==> src/hw/rtl/rcfd_pkg.sv <==
// shared types and constants for the rc serial frame decoder
`default_nettype none

package rcfd_pkg;

	localparam logic [7:0] START_BYTE   = 8'h0f;
	localparam int         KEPT_BYTES   = 9;
	localparam int         BYTE_W       = 8;
	localparam int         CH_W         = 11;
	localparam int         THR_W        = 13;
	localparam int         OFS_W        = 12;
	localparam logic [OFS_W-1:0] OFFSET_RESET = 12'd300;
	localparam int         OUT_TDATA_W  = 72;

	// frame bytes 1 to 9, byte 1 in the lowest bits
	typedef logic [KEPT_BYTES*BYTE_W-1:0] frame_t;

	// one decoded result, roll in the lowest bits
	typedef struct packed {
		logic [CH_W-1:0]  mode_switch_value;
		logic [CH_W-1:0]  aux_value;
		logic [CH_W-1:0]  yaw_value;
		logic [THR_W-1:0] throttle_value;
		logic [CH_W-1:0]  pitch_value;
		logic [CH_W-1:0]  roll_value;
	} result_t;

	// handshake between queue and back end
	typedef struct packed {
		logic valid;
		logic ready;
	} hs_t;

endpackage

`default_nettype wire

==> src/hw/rtl/rcfd_front.sv <==
// front end: tracks the byte position, keeps channel bytes, pushes finished frames
`default_nettype none

module rcfd_front
	import rcfd_pkg::*;
#(
	parameter int FRAME_LENGTH = 25
) (
	input  wire logic        clk,
	input  wire logic        arst_n,
	input  wire logic        in_valid,
	output logic             in_ready,
	input  wire logic [7:0]  in_byte,
	input  wire logic        q_full,
	output logic             push,
	output frame_t           push_frame
);

	localparam int PosW = $clog2(FRAME_LENGTH + 1);

	logic [PosW-1:0]   pos_q;
	logic [BYTE_W-1:0] bytes_q [KEPT_BYTES];
	logic [BYTE_W-1:0] bytes_d [KEPT_BYTES];
	logic [PosW:0]     pos_sum;
	logic              accept;
	logic              is_start;
	logic              wrap;

	assign in_ready = !q_full;
	assign accept   = in_valid && in_ready;
	assign is_start = (in_byte == START_BYTE);
	assign pos_sum  = {1'b0, pos_q} + (PosW+1)'(1);
	assign wrap     = (pos_sum == (PosW+1)'(FRAME_LENGTH));

	// byte store with the incoming byte already applied
	always_comb begin
		for (int i = 0; i < KEPT_BYTES; i++) begin
			bytes_d[i] = bytes_q[i];
			if (!is_start && pos_q == PosW'(i + 1)) begin
				bytes_d[i] = in_byte;
			end
		end
	end

	always_comb begin
		for (int i = 0; i < KEPT_BYTES; i++) begin
			push_frame[i*BYTE_W +: BYTE_W] = bytes_d[i];
		end
	end

	assign push = accept && !is_start && wrap;

	// channel byte registers
	always_ff @(posedge clk) begin
		if (accept) begin
			for (int i = 0; i < KEPT_BYTES; i++) begin
				bytes_q[i] <= bytes_d[i];
			end
		end
	end

	// position counter
	always_ff @(posedge clk or negedge arst_n) begin
		if (!arst_n) begin
			pos_q <= '0;
		end else if (accept) begin
			if (is_start) begin
				pos_q <= PosW'(1);
			end else if (wrap) begin
				pos_q <= '0;
			end else begin
				pos_q <= pos_sum[PosW-1:0];
			end
		end
	end

endmodule

`default_nettype wire

==> src/hw/rtl/rcfd_queue.sv <==
// two-entry frame queue between front and back end
`default_nettype none

module rcfd_queue
	import rcfd_pkg::*;
(
	input  wire logic clk,
	input  wire logic arst_n,
	input  wire logic push,
	input  frame_t    push_frame,
	output logic      full,
	output hs_t       pop_hs_out,
	input  wire logic pop_ready,
	output frame_t    pop_frame
);

	frame_t      mem_q [2];
	logic        wr_ptr_q;
	logic        rd_ptr_q;
	logic [1:0]  count_q;
	logic        pop;

	assign full             = (count_q == 2'd2);
	assign pop_hs_out.valid = (count_q != 2'd0);
	assign pop_hs_out.ready = pop_ready;
	assign pop              = pop_hs_out.valid && pop_ready;
	assign pop_frame        = mem_q[rd_ptr_q];

	// storage
	always_ff @(posedge clk) begin
		if (push) begin
			mem_q[wr_ptr_q] <= push_frame;
		end
	end

	// pointers and fill count
	always_ff @(posedge clk or negedge arst_n) begin
		if (!arst_n) begin
			wr_ptr_q <= 1'b0;
			rd_ptr_q <= 1'b0;
			count_q  <= 2'd0;
		end else begin
			if (push) begin
				wr_ptr_q <= !wr_ptr_q;
			end
			if (pop) begin
				rd_ptr_q <= !rd_ptr_q;
			end
			case ({push, pop})
				2'b10:   count_q <= count_q + 2'd1;
				2'b01:   count_q <= count_q - 2'd1;
				default: count_q <= count_q;
			endcase
		end
	end

endmodule

`default_nettype wire

==> src/hw/rtl/rcfd_back.sv <==
// back end: unpacks channels, adds throttle offset, holds the output register
`default_nettype none

module rcfd_back
	import rcfd_pkg::*;
(
	input  wire logic             clk,
	input  wire logic             arst_n,
	input  hs_t                   q_hs,
	output logic                  q_ready,
	input  frame_t                q_frame,
	input  wire logic             cfg_wr_en,
	input  wire logic [OFS_W-1:0] cfg_wr_data,
	output logic                  out_valid,
	input  wire logic             out_ready,
	output result_t               out_result
);

	logic [OFS_W-1:0] offset_q;
	logic             valid_q;
	result_t          result_q;
	result_t          result_d;
	logic [CH_W-1:0]  ch [6];
	logic             take;

	assign q_ready = !valid_q || out_ready;
	assign take    = q_hs.valid && q_hs.ready;

	// channel k sits at bit 11k of the little-endian byte stream
	always_comb begin
		for (int k = 0; k < 6; k++) begin
			ch[k] = q_frame[k*CH_W +: CH_W];
		end
	end

	always_comb begin
		result_d.roll_value        = ch[3];
		result_d.pitch_value       = ch[1];
		result_d.throttle_value    = THR_W'(ch[2]) + THR_W'(offset_q);
		result_d.yaw_value         = ch[0];
		result_d.aux_value         = ch[4];
		result_d.mode_switch_value = ch[5];
	end

	// throttle offset register
	always_ff @(posedge clk or negedge arst_n) begin
		if (!arst_n) begin
			offset_q <= OFFSET_RESET;
		end else if (cfg_wr_en) begin
			offset_q <= cfg_wr_data;
		end
	end

	// output register payload
	always_ff @(posedge clk) begin
		if (take) begin
			result_q <= result_d;
		end
	end

	// output valid
	always_ff @(posedge clk or negedge arst_n) begin
		if (!arst_n) begin
			valid_q <= 1'b0;
		end else if (q_ready) begin
			valid_q <= q_hs.valid;
		end
	end

	assign out_valid  = valid_q;
	assign out_result = result_q;

endmodule

`default_nettype wire

==> src/hw/rtl/rc_serial_frame_decoder.sv <==
// top level of the rc serial frame decoder
`default_nettype none

// Decodes an SBUS-style receiver byte stream, one byte per transaction. Byte 0x0f restarts
// the frame at position 1; every other byte is counted, and bytes 1 to 9 are kept. When the
// count reaches FRAME_LENGTH one result transaction carries roll, pitch, throttle (plus the
// throttle offset register, reset 300), yaw, aux and mode switch. The input takes one byte
// every cycle; it stalls only while the two-entry frame queue between the byte counter and
// the unpacking stage is full, which happens only if the output side holds off. A result
// appears in the cycle after it enters the unpacking stage, from a registered output.

module rc_serial_frame_decoder
	import rcfd_pkg::*;
#(
	parameter int FRAME_LENGTH = 25
) (
	input  wire logic                   clk,
	input  wire logic                   arst_n,
	input  wire logic                   s_axis_tvalid,
	output logic                        s_axis_tready,
	input  wire logic [7:0]             s_axis_tdata,  // rx_byte
	output logic                        m_axis_tvalid,
	input  wire logic                   m_axis_tready,
	// roll[10:0] pitch[21:11] throttle[34:22] yaw[45:35] aux[56:46] mode_switch[67:57]
	output logic [OUT_TDATA_W-1:0]      m_axis_tdata,
	input  wire logic                   cfg_wr_en,
	input  wire logic [OFS_W-1:0]       cfg_wr_data
);

	logic    push;
	frame_t  push_frame;
	logic    q_full;
	hs_t     q_hs;
	logic    q_ready;
	frame_t  q_frame;
	result_t result;

	rcfd_front #(
		.FRAME_LENGTH(FRAME_LENGTH)
	) u_front (
		.clk        (clk),
		.arst_n     (arst_n),
		.in_valid   (s_axis_tvalid),
		.in_ready   (s_axis_tready),
		.in_byte    (s_axis_tdata),
		.q_full     (q_full),
		.push       (push),
		.push_frame (push_frame)
	);

	rcfd_queue u_queue (
		.clk        (clk),
		.arst_n     (arst_n),
		.push       (push),
		.push_frame (push_frame),
		.full       (q_full),
		.pop_hs_out (q_hs),
		.pop_ready  (q_ready),
		.pop_frame  (q_frame)
	);

	rcfd_back u_back (
		.clk         (clk),
		.arst_n      (arst_n),
		.q_hs        (q_hs),
		.q_ready     (q_ready),
		.q_frame     (q_frame),
		.cfg_wr_en   (cfg_wr_en),
		.cfg_wr_data (cfg_wr_data),
		.out_valid   (m_axis_tvalid),
		.out_ready   (m_axis_tready),
		.out_result  (result)
	);

	// pad the result to whole bytes
	assign m_axis_tdata = {(OUT_TDATA_W - $bits(result_t))'(0), result};

endmodule

`default_nettype wire

==> config.mk <==
export PLATFORM = sky130hd
export DESIGN_NAME = rc_serial_frame_decoder
export DESIGN_NICKNAME = d
export VERILOG_FILES = /design/src/hw/rtl/rcfd_pkg.sv /design/src/hw/rtl/rcfd_front.sv /design/src/hw/rtl/rcfd_queue.sv /design/src/hw/rtl/rcfd_back.sv /design/src/hw/rtl/rc_serial_frame_decoder.sv
export SDC_FILE = /design/constraint.sdc
export NUM_CORES = 1
export LEC_CHECK = 0
export BUFFER_PORTS_ARGS = -buffer_cell sky130_fd_sc_hd__buf_2
export CORE_MARGIN = 2
export CORE_UTILIZATION = 30
export DETAILED_ROUTE_END_ITERATION = 7
export HOLD_SLACK_MARGIN = 0.12
export RECOVER_POWER = 50
export SLEW_MARGIN = 20
export SYNTH_ARGS = -nofsm -noshare
export SYNTH_HDL_FRONTEND = slang
export SYNTH_SLANG_ARGS = --single-unit
==> constraint.sdc <==
create_clock -name clk -period 11.8 [get_ports clk]
set_input_delay 0 -clock clk [delete_from_list [all_inputs] [get_ports clk]]
set_output_delay 0 -clock clk [all_outputs]
set_load 0.02 [all_outputs]
==> Word-level counts from Yosys, hierarchy flattened <==
Memory sizes are Yosys's and may differ from the RTL's.
Cells that the tools add are included.
{ "totals": {"word_cells": 69, "n_memories": 2, "ff_bits": 90, "in_bits": 25, "mem_bits_rw": 216} }
{ "classes": {"n_reduce_logical": 21, "mux": 16, "add_sub_neg": 4, "n_eq_ne": 14} }
{ "mem_list": {"columns": ["name", "words", "width", "read_ports", "rd_clocked_by_memory_dff", "wr", "line_no", "text"], "rows": [
  ["u_queue.mem_q", 2, 72, 1, 0, 1, "rcfd_queue.sv:17", "frame_t mem_q [2];"],
  ["u_front.bytes_q", 9, 8, 9, 0, 9, "rcfd_front.sv:22", "logic [BYTE_W-1:0] bytes_q [KEPT_BYTES];"]
]} }
{ "ops": {"columns": ["operator", "n"], "rows": [
  ["two-way mux 8 bit", 9],
  ["== test 5 x 3 -> 1 bit, second input constant", 4],
  ["adder 11 x 12 -> 13 bit", 1],
  ["logical AND 1 bit", 13],
  ["== test 5 x 2 -> 1 bit, second input constant", 2],
  ["== test 5 x 4 -> 1 bit, second input constant", 2],
  ["two-way mux 5 bit", 2],
  ["== test 8 x 4 -> 1 bit, second input constant", 1],
  ["adder 5 x 1 -> 6 bit, second input constant", 1],
  ["== test 6 x 5 -> 1 bit, second input constant", 1],
  ["== test 5 x 1 -> 1 bit, second input constant", 1],
  ["zero test 1 bit", 5],
  ["== test 2 bit, second input constant", 2],
  ["two-way mux 1 bit", 4],
  ["one-hot mux 2 bit (2 select lines)", 1],
  ["nonzero test 2 bit", 2],
  ["adder 2 x 1 -> 2 bit, second input constant", 1],
  ["== test 2 x 1 -> 1 bit, second input constant", 1],
  ["subtractor 2 x 1 -> 2 bit, second input constant", 1],
  ["logical OR 1 bit", 1]
]} }

==> Longest topological paths before layout <==
Gate-level depths: netlist of run 1.
{ "depth": {"word_depth": 7, "mapped_depth": 11} }

==> By module <==
From an unflattened synthesis of run 1, not the netlist that was laid out.
{ "hier_totals": {"cells_unflattened": 646, "area_unflattened_um2": 12503.2} }
{ "modules_own_cells": {"columns": ["mod", "n_inst", "seq_area_each_um2", "area_per_inst_um2", "cells_each"], "rows": [
  ["rcfd_queue", 1, 4424.2, 5748.0, 242],
  ["rcfd_front", 1, 2287.2, 3580.9, 220],
  ["rcfd_back", 1, 2372.3, 3140.5, 179],
  ["rc_serial_frame_decoder", 1, 0.0, 33.8, 5]
]} }

==> Least setup slack after synthesis of run 1 <==
Ideal clock, no wire load.
{ "synth_timing": {"path_kind": "register -> register", "startpoint": "reg u_queue.count_q[0]", "endpoint": "reg u_queue.count_q[1]", "path_buffers": 0, "t_arrival_ps": 4844, "required_time_ps": 11721, "stages_incl_launch_ff": 6, "slack_ps": 6877, "cell_sequence": "dfrtp_1 > nor2_1 > a21oi_1 > ha_1 > nor2_1 > xor2_1"} }
{ "synth_lines": {"columns": ["element", "line_no", "text"], "rows": [
  ["start: declaration", "rcfd_queue.sv:20", "logic [1:0] count_q;"],
  ["start signal: assignment", "rcfd_queue.sv:50", "2'b10: count_q <= count_q + 2'd1;"],
  ["start signal: assignment", "rcfd_queue.sv:51", "2'b01: count_q <= count_q - 2'd1;"],
  ["start signal: assignment", "rcfd_queue.sv:52", "default: count_q <= count_q;"],
  ["nonzero test 2 bit *", "rcfd_queue.sv:24", "assign pop_hs_out.valid = (count_q != 2'd0);"],
  ["logical AND 1 bit *", null, null],
  ["named net u_back.take", "rcfd_back.sv:24", "logic take;"],
  ["== test 2 x 1 -> 1 bit or == test 2 bit (tied branches)", "rcfd_queue.sv:49", "case ({push, pop})"],
  ["one-hot mux 2 bit (2 select lines) or nonzero test 2 bit (tied branches)", null, null]
]} }
Mark *: on every way through the listed nets, which the timed path passes. The rest lies on a longest branch.
A chain may end at the register's enable or synchronous reset.

==> Worst setup path in the final report of run 1 <==
Same ends and word-level chain as after synthesis.

==> out/results.txt, run 1 <==
WL/cell: 17.6 µm
Worst-Skew Late Latency: 0.54 ns
Commonest cells after routing, fill and taps aside: 266 x edfxtp_1, 84 x mux2_2, 77 x clkbuf_1, 50 x mux2_1, 36 x dlygate4sd3_1
Post-synth top area share: 0.708
Most common cell after layout, fill and taps aside: edfxtp_1
Die Area: 39,200 µm²
Top cells by area, synth: edfxtp_1 71%, mux2_2 12%, dfrtp_1 4.0%, ha_1 1.9%, mux2_1 1.2%
Number of remaining DRC errors: 0
HP Class: input pin to flop
Fin crit share: 0.387
Clock Power Share: 0.263
Post-CTS Setup Inserts: 0
Tmin final: 4.57 ns
Die X: 198 µm
P per Cell Area: 239 nW/µm²
Worst EP required: 12.26 ns
Vias: 5,590
Final Max Tran Viols: 106
Die height: 198 µm
Average size of a mapped cell: 19.1 µm²
Post-DRT Antenna Nets: 0
Reg2reg path depth: 6
Setup Viol. Count Final: 0
Final setup TNS: 0 ns
Final instance area: 13,400 µm²
Placed insts: 1,149
#FFs+latches synth: 288
Grt total ovfl: 0
Pre-CTS setup slack: 8.47 ns
Synth Flop Type: edfxtp_1
CTS H-tree lvls: 1
Status: finished, violations left
Unique masters post-synth: 50
Vias per cell: 4.52
Share of cells above drive strength 1: 0.217
IO buf count: 94
RePlAce Congestion: 0.798
Initial antenna violation count: 0
GR Util All Layers: 0.112
Io pins: 99
N_diodes: 0
Total CTS buffers: 28
Initial core utilization: 0.302
Final WS setup: 7.23 ns
Crit Path Max Fanout: 70
DRT iter0 DRCs: 418
Actual slew at the worst max-slew pin: 4.03 ns
Seq/Total Area, Yosys: 0.757
Total wire length: 21,800 µm
RSZ-0062 raised after global routing: no
Highest Clock Rate: 219 MHz
Final core occ: 0.360
Syn Inst Count: 591
WS Path Type: flop to flop
Fraction of registers with async set/reset: 0.0764
Seq pwr share: 0.488
Arr. time, crit path: 5.02 ns
Leak Pwr: 4.55 nW
Placed cell area: 12,300 µm²
Post-CTS Hold Buffers: 37
Max Clock Skew: 0.0144 ns
Layout net count: 785
Sinks on the clock net: 288
Post-synth top area cell: edfxtp_1
Row cnt: 71
Max-cap violations: 3
Sw frac: 0.301
Crit start category: flop
Clock Path Buffers: 3
Yosys warnings: 0
EDFF count, synth: 266
CTS tree: yes
Largest net degree at the start of global routing: 71
CP endpoint kind: flop
Vias in the first global route: 5,700
Hpwl dp: 13,100 µm
Cell area after synthesis: 11,300 µm²
Root Driver: clkbuf_16
Post-CTS sizing: 0
Rel. slew slack: -1.69
Core area: 37,300 µm²
Cell internal pwr: 2.25 mW
Violated checks: max-capacitance violations, max-slew violations
Clock transition at path regs: 0.07 ns
First-pass GRT wire length: 33,400 µm
Non-Filler Instances: 1,238
Final hold vios: 0
P_sw: 968 µW
Gate power share: 0.248
WHS Path Cells: 2
Maximum vdd drop: 104 µV
Area growth, synth to finish: 19.1%
TritonRoute pass-1 iters: 4
==> logic make-up after synthesis <==
group,synth area share
xor gates and xnor gates,0.0124
adders and majority gates,0.0206
and+or+nand+nor,0.0310
AOI/OAI and AO/OA,0.0188
muxes,0.145
buffers and inverters,0.0144
DFF,0.757
other,0.000332
==> area by class of cell <==
type	count	area, µm²
fillers	3499	23900
flip-flops and latches	288	8540
multi-input cells	270	2580
repair buffers	138	790
clock buffers	31	733
well taps	474	593
clock inverters	21	141
inverters	16	60.1
==> worst max-delay path, stage by stage (launching register included) <==
cell      delay (ns)
dfrtp_1         0.42
nor2_1          0.14
a21oi_4         0.12
clkbuf_1        2.83
ha_1            0.66
nor2_1          0.15
xor2_1          0.15
==> power groups by stage <==
| stage | clock (mW) | sequential (mW) | combinational [mW] |
|---|---|---|---|
| after floorplan | 0 | 1.66 | 0.505 |
| after global placement | 0 | 1.58 | 0.825 |
| after detailed placement | 0 | 1.58 | 0.838 |
| after CTS | 0.871 | 1.56 | 0.855 |
| after global routing | 0.909 | 1.60 | 0.878 |
| final | 0.846 | 1.57 | 0.798 |
==> per-stage QoR <==
step | power (mW) | hold WS, ns
floorplan | 2.16 | -0.296
global placement | 2.41 | 0.0105
detailed placement | 2.42 | 0.0185
CTS | 3.29 | 0.136
global route | 3.39 | 0.130
finish | 3.21 | 0.120
==> metal layers <==
metal,vias up,share of wire,track usage
li1,2594,-,-
met1,2848,0.46,0.156
met2,120,0.48,0.182
met3,28,0.044,0.0182
met4,0,0.018,0.0306
met5,-,0,0
==> cells in the mapped netlist (2+ instances only) <==
cell type and n:
mux2_2 122, mux2_1 12, dfstp_2 4, a22o_1 4, mux2_4 8, xnor2_1 10
nand2_2 2, nand2b_1 2, buf_4 4, inv_1 16, xor2_1 6, nor2b_1 3
buf_1 6, nand2_1 10, buf_2 4, o21ai_0 11, nor4bb_1 2, clkbuf_1 5
nand3_1 8, a21oi_1 11, nand4_1 3, dfrtp_1 18, nor3_1 2, and3_1 2
nor2_1 10, edfxtp_1 266, ha_1 17
==> worst paths after layout <==
check	slack [ns]	startpoint	endpoint
hold / removal	0.12	s_axis_tdata[4]	u_queue.mem_q[1][60]
min in group asynchronous	0.66	arst_n	u_back.offset_q[8]
hold reg to reg	0.50	u_queue.count_q[1]	u_queue.count_q[1]
setup reg to reg	7.23	u_queue.count_q[0]	u_queue.count_q[1]
setup / recovery	7.23	u_queue.count_q[0]	u_queue.count_q[1]
max in group asynchronous	10.05	arst_n	u_front.pos_q[4]
==> state kept, by name, indices dropped and copies added, names as in the netlist <==
signal             cells
u_queue.wr_ptr_q       1
u_queue.mem_q        132
u_queue.rd_ptr_q       1
u_back.offset_q       12
u_front.bytes_q       66
u_front.pos_q          5
u_back.out_valid       1
u_queue.count_q        2
u_back.out_result     68
(Power assumes the default switching activity.)
==> inputs of run 2 (changes only) <==
==> constraint.sdc (replaced) <==
create_clock -name clk -period 4.2 [get_ports clk]
set_input_delay 0 -clock clk [delete_from_list [all_inputs] [get_ports clk]]
set_output_delay 0 -clock clk [all_outputs]
set_load 0.02 [all_outputs]
==> run 2 against run 1 <==
The run still ends with max-capacitance violations, max-slew violations left. Sequential power increased to 2.8 times the previous value. Clock power increased to 2.9 times the previous value. Cell area increased by 0.74%. Worst hold slack improved by 0.065 ns. Via count decreased by 0.50%. First-iteration DRC count decreased by 14%. Total power increased to 2.8 times the previous value. Cell count increased by 0.48%. Register-to-register slack got worse by 6.2 ns. Count of clock-buffer cells in the layout increased by 8. Utilization increased by 0.27 points. Flip-flop and latch count unchanged. Critical path type unchanged. Highest routed layer unchanged.
==> out/results.txt, run 2 (synthesized netlist as in run 1, its figures left out) <==
Max Clock Skew: 0.0249 ns (+0.0105 ns)
Vias: 5,562 (-0.50%)
Arr. time, crit path: 3.62 ns (-1.40 ns)
Final instance area: 13,500 µm² (+0.74%)
WS Path Type: flop to flop
Final core occ: 0.363 (+0.00268)
Fillers: 3,502 (+0.086%)
Sinks on the clock net: 288 (unchanged)
Post-DRT Antenna Nets: 0 (unchanged)
Initial core utilization: 0.302 (unchanged)
Die X: 198 µm (unchanged)
Crit Path Max Fanout: 36 (-49%)
Final Max Tran Viols: 99 (-6.6%)
Post-CTS sizing: 0 (unchanged)
Rel. slew slack: -0.451 (+1.24)
Post-CTS Hold Buffers: 38 (+2.7%)
P_sw: 2.75 mW (+180%)
Hold_ws: 0.186 ns (+0.0653 ns)
Tmin final: 3.15 ns (-1.42 ns)
Multi-input gate area: 2590 µm² (+0.49%)
Hpwl dp: 13,400 µm (+2.3%)
Slowest stage cell on the critical path: clkbuf_1
Worst-Skew Late Latency: 0.57 ns (+0.03 ns)
Die height: 198 µm (unchanged)
Gr busiest metal: met2
Grt met3 use: 0.0230 (+0.00477)
Area growth, synth to finish: 20.0%
Critical Path Max Stage Delay: 1.55 ns (-1.28 ns)
Max-cap violations: 3 (unchanged)
Final WS setup: 1.05 ns (-6.18 ns)
Worst Hold Endpoint: u_back.out_valid
Setup Viol. Count Final: 0 (unchanged)
Reg2reg path depth: 6 (unchanged)
Highest Clock Rate: 318 MHz (+45%)
Most common cell after layout, fill and taps aside: edfxtp_1
GR Util All Layers: 0.111 (-0.00166)
Cell mode on critical path: nor2_1
P per Cell Area: 672 nW/µm² (+180%)
Gate power share: 0.254 (+0.006)
Violated checks: max-capacitance violations, max-slew violations
Share of cells above drive strength 1: 0.218 (+0.000904)
Grt total ovfl: 0 (unchanged)
Core area: 37,300 µm² (unchanged)
Status: finished, violations left
Sw frac: 0.302 (+0.000923)
Fin crit share: 0.749 (+0.362)
Leak Pwr: 4.61 nW (+1.3%)
Worst reg2reg setup slack: 1.05 ns (-6.18 ns)
Pre-CTS setup slack: 1.28 ns (-7.19 ns)
Layout net count: 791 (+0.76%)
CTS tree: yes
Vias in the first global route: 5,546 (-2.7%)
Clock Power Share: 0.270 (+0.007)
Clock transition at path regs: 0.06 ns (about the same)
Total wire length: 22,000 µm (+0.91%)
WHS Path Cells: 3 (+1)
Max reg flops: 132 (unchanged)
N_diodes: 0 (unchanged)
Total CTS buffers: 30 (+7.1%)
Non-Filler Instances: 1,244 (+0.48%)
CTS H-tree lvls: 1 (unchanged)
Worst hold start: m_axis_tready
Crit path buffers/inverters: 1 (unchanged)
Critical-path cell list: nor2_1, a21oi_4, clkbuf_1, ha_1, nor2_1, xor2_1
Met1 Usage GRT: 0.151 (-0.00489)
R2r endpoint: u_queue.count_q[1]
CP endpoint kind: flop
Die Area: 39,200 µm² (unchanged)
Register Area: 8540 µm² (unchanged)
Cell internal pwr: 6.35 mW (+180%)
First-pass GRT wire length: 33,000 µm (-1.3%)
Reg2reg start: u_queue.count_q[0]
Placed insts: 1,152 (+0.26%)
Final hold vios: 0 (unchanged)
Io pins: 99 (unchanged)
Clock Path Buffers: 3 (unchanged)
Reg with most FFs: u_queue.mem_q
Maximum vdd drop: 319 µV (+210%)
Worst EP required: 4.68 ns (-7.58 ns)
RePlAce Congestion: 0.747 (-6.3%)
Root Driver: clkbuf_16
DRT iter0 DRCs: 361 (-14%)
Number of remaining DRC errors: 0 (unchanged)
RSZ-0062 raised after global routing: no
WL/cell: 17.7 µm (+0.42%)
Crit start category: flop
Overall power: 9.10 mW (+180%)
Post-CTS Setup Inserts: 0 (unchanged)
IO buf count: 94 (unchanged)
Actual slew at the worst max-slew pin: 2.18 ns (-1.86 ns)
Initial antenna violation count: 0 (unchanged)
Placed cell area: 12,400 µm² (+0.38%)
Vias per cell: 4.47 (-0.98%)
Commonest cells after routing, fill and taps aside: 266 x edfxtp_1, 85 x mux2_2, 85 x clkbuf_1, 49 x mux2_1, 37 x dlygate4sd3_1
TritonRoute pass-1 iters: 6 (+2)
Crit path max-delay family: buffers and inverters
Met2 Track Usage GR: 0.180 (-0.00274)
Row cnt: 71 (unchanged)
Final setup TNS: 0 ns (unchanged)
Largest net degree at the start of global routing: 39 (-45%)
HP Class: input pin to flop
Seq pwr share: 0.476 (-0.012)
-- run 2: how the worst max path moves through the flow --
stage                           endpoint                from  slack [ns]  cells after the start
detailed placement  u_queue.mem_q[0][16]    u_front.pos_q[3]        1.28                      6
CTS                 u_queue.mem_q[0][16]    u_front.pos_q[3]        1.27                      6
global route          u_queue.count_q[1]  u_queue.count_q[0]        0.75                      6
global placement    u_queue.mem_q[0][16]    u_front.pos_q[3]        1.33                      6
finish                u_queue.count_q[1]  u_queue.count_q[0]        1.05                      6
floorplan            u_queue.mem_q[0][0]    u_front.pos_q[4]        0.70                      6
-- run 2: routing by layer --
layer	share of wire	wire [µm]
met1	0.46	10100
met2	0.47	10400
met3	0.053	1170
met4	0.015	338
met5	0	0
-- run 2: final cells by class --
type,count,area share
repair buffers,142,0.0623
multi-input cells,270,0.191
well taps,474,0.0438
flip-flops and latches,288,0.631
clock inverters,15,0.00915
inverters,16,0.00444
clock buffers,39,0.0580
-- run 2: worst reg2reg max path: cells and delay by family (launching register included) --
kind / cells / cell delay, ns
buffers and inverters: 1 / 1.55
AO/OA/AOI/OAI: 1 / 0.13
adder cells (fa/ha/maj): 1 / 0.55
flip-flops: 1 / 0.41
AND/OR/NAND/NOR: 2 / 0.27
XOR/XNOR: 1 / 0.16
-- run 2: power groups by stage --
stage,Combinational (mW),Sequential (mW),Clock (mW)
2_1_floorplan,1.42,4.63,0
3_3_place_gp,2.41,4.37,0
3_5_place_dp,2.43,4.37,0
4_1_cts,2.49,4.32,2.52
5_1_grt,2.53,4.40,2.63
6_report,2.31,4.33,2.46
==> inputs of run 3 (changes only) <==
--- a/config.mk
+++ b/config.mk
@@ -5,6 +5,7 @@
 export SDC_FILE = /design/constraint.sdc
 export NUM_CORES = 1
 export LEC_CHECK = 0
+export ABC_AREA = 1
 export BUFFER_PORTS_ARGS = -buffer_cell sky130_fd_sc_hd__buf_2
 export CORE_MARGIN = 2
 export CORE_UTILIZATION = 30
==> constraint.sdc (replaced) <==
create_clock -name clk -period 2.9 [get_ports clk]
set_input_delay 0 -clock clk [delete_from_list [all_inputs] [get_ports clk]]
set_output_delay 0 -clock clk [all_outputs]
set_load 0.02 [all_outputs]
==> run 3 against run 2 <==
The flow now finishes without violations. Flip-flop and latch count did not move. Synthesized cell count rose by 48%. Combinational power rose by 82%. Clock skew rose by 0.017 ns. Via count rose by 20%. Largest power group unchanged.
==> out/results.txt, run 3 <==
Status: finished, final reports clean
Arr. time, crit path: 2.77 ns (-0.85 ns)
Final core occ: 0.358 (-0.00440)
Seq/Total Area, Yosys: 0.734 (-0.0235)
CTS H-tree lvls: 1 (unchanged)
Cell internal pwr: 9.50 mW (+50%)
Total wire length: 24,400 µm (+10%)
Pre-CTS setup slack: 0.611 ns (-0.671 ns)
Area growth, synth to finish: 18.4%
CP endpoint kind: flop
Top cells by area, synth: edfxtp_1 69%, nand2_1 10%, dfrtp_1 3.9%, o21ai_2 2.0%, ha_1 1.8%
Tmin final: 2.44 ns
Max Clock Skew: 0.0419 ns (+0.0170 ns)
Die height: 201 µm (+1.6%)
Commonest cells after routing, fill and taps aside: 321 x nand2_1, 266 x edfxtp_1, 79 x clkbuf_1, 56 x o21ai_0, 38 x inv_1
IO buf count: 94 (unchanged)
TritonRoute pass-1 iters: 4 (-2)
Total CTS buffers: 28 (-6.7%)
Most common cell after layout, fill and taps aside: nand2_1
Largest net degree at the start of global routing: 69 (+77%)
Final Max Tran Viols: 0 (-100%)
Average size of a mapped cell: 13.3 µm² (-30%)
HP Class: input pin to flop
Row cnt: 72 (+1.4%)
Vias in the first global route: 6,661 (+20%)
RePlAce Congestion: 0.835 (+12%)
Reg with most FFs: u_queue.mem_q
Io pins: 99 (unchanged)
Clock Power Share: 0.255 (-0.015)
Seq pwr share: 0.454 (-0.022)
Worst-Skew Late Latency: 0.56 ns (about the same)
P_sw: 4.96 mW (+80%)
GR Util All Layers: 0.121 (+0.0109)
Final hold vios: 0 (unchanged)
Vias: 6,694 (+20%)
Rel. slew slack: 0.128 (+0.579)
Post-synth top area cell: edfxtp_1
Cell area after synthesis: 11,600 µm² (+3.2%)
WL/cell: 15.6 µm (-12%)
Initial core utilization: 0.303 (+0.000310)
Syn Inst Count: 876 (+48%)
Crit start category: input pin
Final WS setup: 0.461 ns (-0.593 ns)
CTS tree: yes
Fraction of registers with async set/reset: 0.0764 (unchanged)
Grt total ovfl: 0 (unchanged)
Maximum vdd drop: 504 µV (+58%)
Initial antenna violation count: 1 (+1)
Unique masters post-synth: 40 (-20%)
RSZ-0062 raised after global routing: no
N_diodes: 0 (unchanged)
WS Path Type: input pin to flop
Sw frac: 0.343 (+0.0408)
Worst reg2reg setup slack: 0.59 ns (-0.46 ns)
Fin crit share: 0.841
#FFs+latches synth: 288 (unchanged)
Core area: 38,500 µm² (+3.1%)
Layout net count: 1,065 (+35%)
Number of remaining DRC errors: 0 (unchanged)
Max reg flops: 132 (unchanged)
Most instantiated library cell after synthesis: nand2_1
Sinks on the clock net: 288 (unchanged)
Post-DRT Antenna Nets: 0 (unchanged)
Die X: 201 µm (+1.6%)
Vias per cell: 4.29 (-4.1%)
Highest Clock Rate: 410 MHz
Yosys warnings: 0 (unchanged)
Worst EP required: 3.23 ns (-1.45 ns)
Final setup TNS: 0 ns (unchanged)
Leak Pwr: 5.25 nW (+14%)
Most frequent cells after synthesis: 319 x nand2_1, 266 x edfxtp_1, 39 x inv_1, 39 x o21ai_1, 26 x o21ai_2
Setup Viol. Count Final: 0 (unchanged)
Clock transition at path regs: 0.06 ns (about the same)
Post-CTS sizing: 0 (unchanged)
Die Area: 40,400 µm² (+3.1%)
First-pass GRT wire length: 38,300 µm (+16%)
Synth Flop Type: edfxtp_1
Clock Path Buffers: 3 (unchanged)
Hpwl dp: 14,900 µm (+11%)
Gate power share: 0.291 (+0.037)
DRT iter0 DRCs: 377 (+4.4%)
Share of cells above drive strength 1: 0.122 (-0.0965)
Post-synth top area share: 0.686 (-0.0220)
Root Driver: clkbuf_16
P per Cell Area: 1050 nW/µm² (+56%)
Crit Path Max Fanout: 16 (-56%)
Max-cap violations: 0 (-3)
EDFF count, synth: 266 (unchanged)
Actual slew at the worst max-slew pin: 1.31 ns (-0.869 ns)
-- run 3: cell count changes after synthesis, sizes merged, moves of 9 or more --
cell and delta:
inv +26, mux2 -132, nor2 +15, nand4 +9, o21ai +63, nand2 +320
-- run 3: worst paths after layout --
| check | to | from | depth (start not counted) |
|---|---|---|---|
| setup / recovery | u_queue.mem_q[0][54] | s_axis_tdata[4] | 7 |
| hold / removal | u_front.bytes_q[0][42] | s_axis_tdata[2] | 3 |
| setup reg to reg | u_front.pos_q[4] | u_queue.count_q[0] | 9 |
| max in group asynchronous | u_queue.rd_ptr_q | arst_n | 4 |
| hold reg to reg | u_queue.wr_ptr_q | u_queue.wr_ptr_q | 2 |
| min in group asynchronous | u_back.offset_q[5] | arst_n | 3 |
-- run 3: worst max-delay path, cell delays in order --
cell           delay (ns)
dlygate4sd3_1        0.55
clkbuf_1             0.18
nor2_4               0.04
dlygate4sd3_1        0.59
nand3_4              0.14
nand4_1              0.65
o21ai_0              0.60
-- run 3: repair_timing --
| action | CTS | global route |
|---|---|---|
| hold buffers | 36 | 0 |
| buffers inserted | 0 | 0 |
| setup endpoints to repair | 0 | 0 |
| hold endpoints to repair | 42 | 0 |
-- run 3: logic make-up (layout without fill, tap and decap cells) --
kind of cell,count (synthesis),in the layout,share of synthesized area
muxes,10,10,0.00967
AOI/OAI and AO/OA,86,86,0.0459
xor gates and xnor gates,10,10,0.00752
buffers and inverters,72,237,0.0332
DFF,288,288,0.734
and+or+nand+nor,391,391,0.150
other,1,4,0.000322
adders and majority gates,18,18,0.0200
-- run 3: cell type report --
| type | instances | area, µm² |
|---|---|---|
| repair buffers | 142 | 872 |
| flip-flops and latches | 288 | 8540 |
| multi-input cells | 519 | 2610 |
| clock buffers | 35 | 737 |
| fillers | 3738 | 24700 |
| well taps | 518 | 648 |
| inverters | 43 | 179 |
| clock inverters | 17 | 201 |
-- run 3: routing by layer --
| layer | vias up | part of all wire | GRT usage |
|---|---|---|---|
| met5 | - | 0 | 0 |
| met4 | 0 | 0.013 | 0.0209 |
| met3 | 18 | 0.038 | 0.0201 |
| li1 | 3320 | - | - |
| met1 | 3217 | 0.47 | 0.174 |
| met2 | 139 | 0.48 | 0.197 |
-- run 3: power by group through the flow --
stage / logic [mW] / registers (mW) / clock network (mW)
2_1_floorplan: 2.60 / 7.22 / 0
3_3_place_gp: 4.48 / 6.64 / 0
3_5_place_dp: 4.53 / 6.65 / 0
4_1_cts: 4.61 / 6.58 / 3.79
5_1_grt: 4.75 / 6.68 / 3.98
6_report: 4.21 / 6.57 / 3.69
-- run 3: per-stage QoR --
stage | hold WS, ns | area [µm²] | cells | total power, mW
2_1_floorplan | -0.296 | 11700 | 879 | 9.82
3_3_place_gp | 0.0244 | 12700 | 1474 | 11.1
3_5_place_dp | 0.0387 | 12700 | 1474 | 11.2
4_1_cts | 0.151 | 14000 | 1562 | 15.0
5_1_grt | 0.138 | 13800 | 1562 | 15.4
6_report | 0.102 | 13800 | 1562 | 14.5
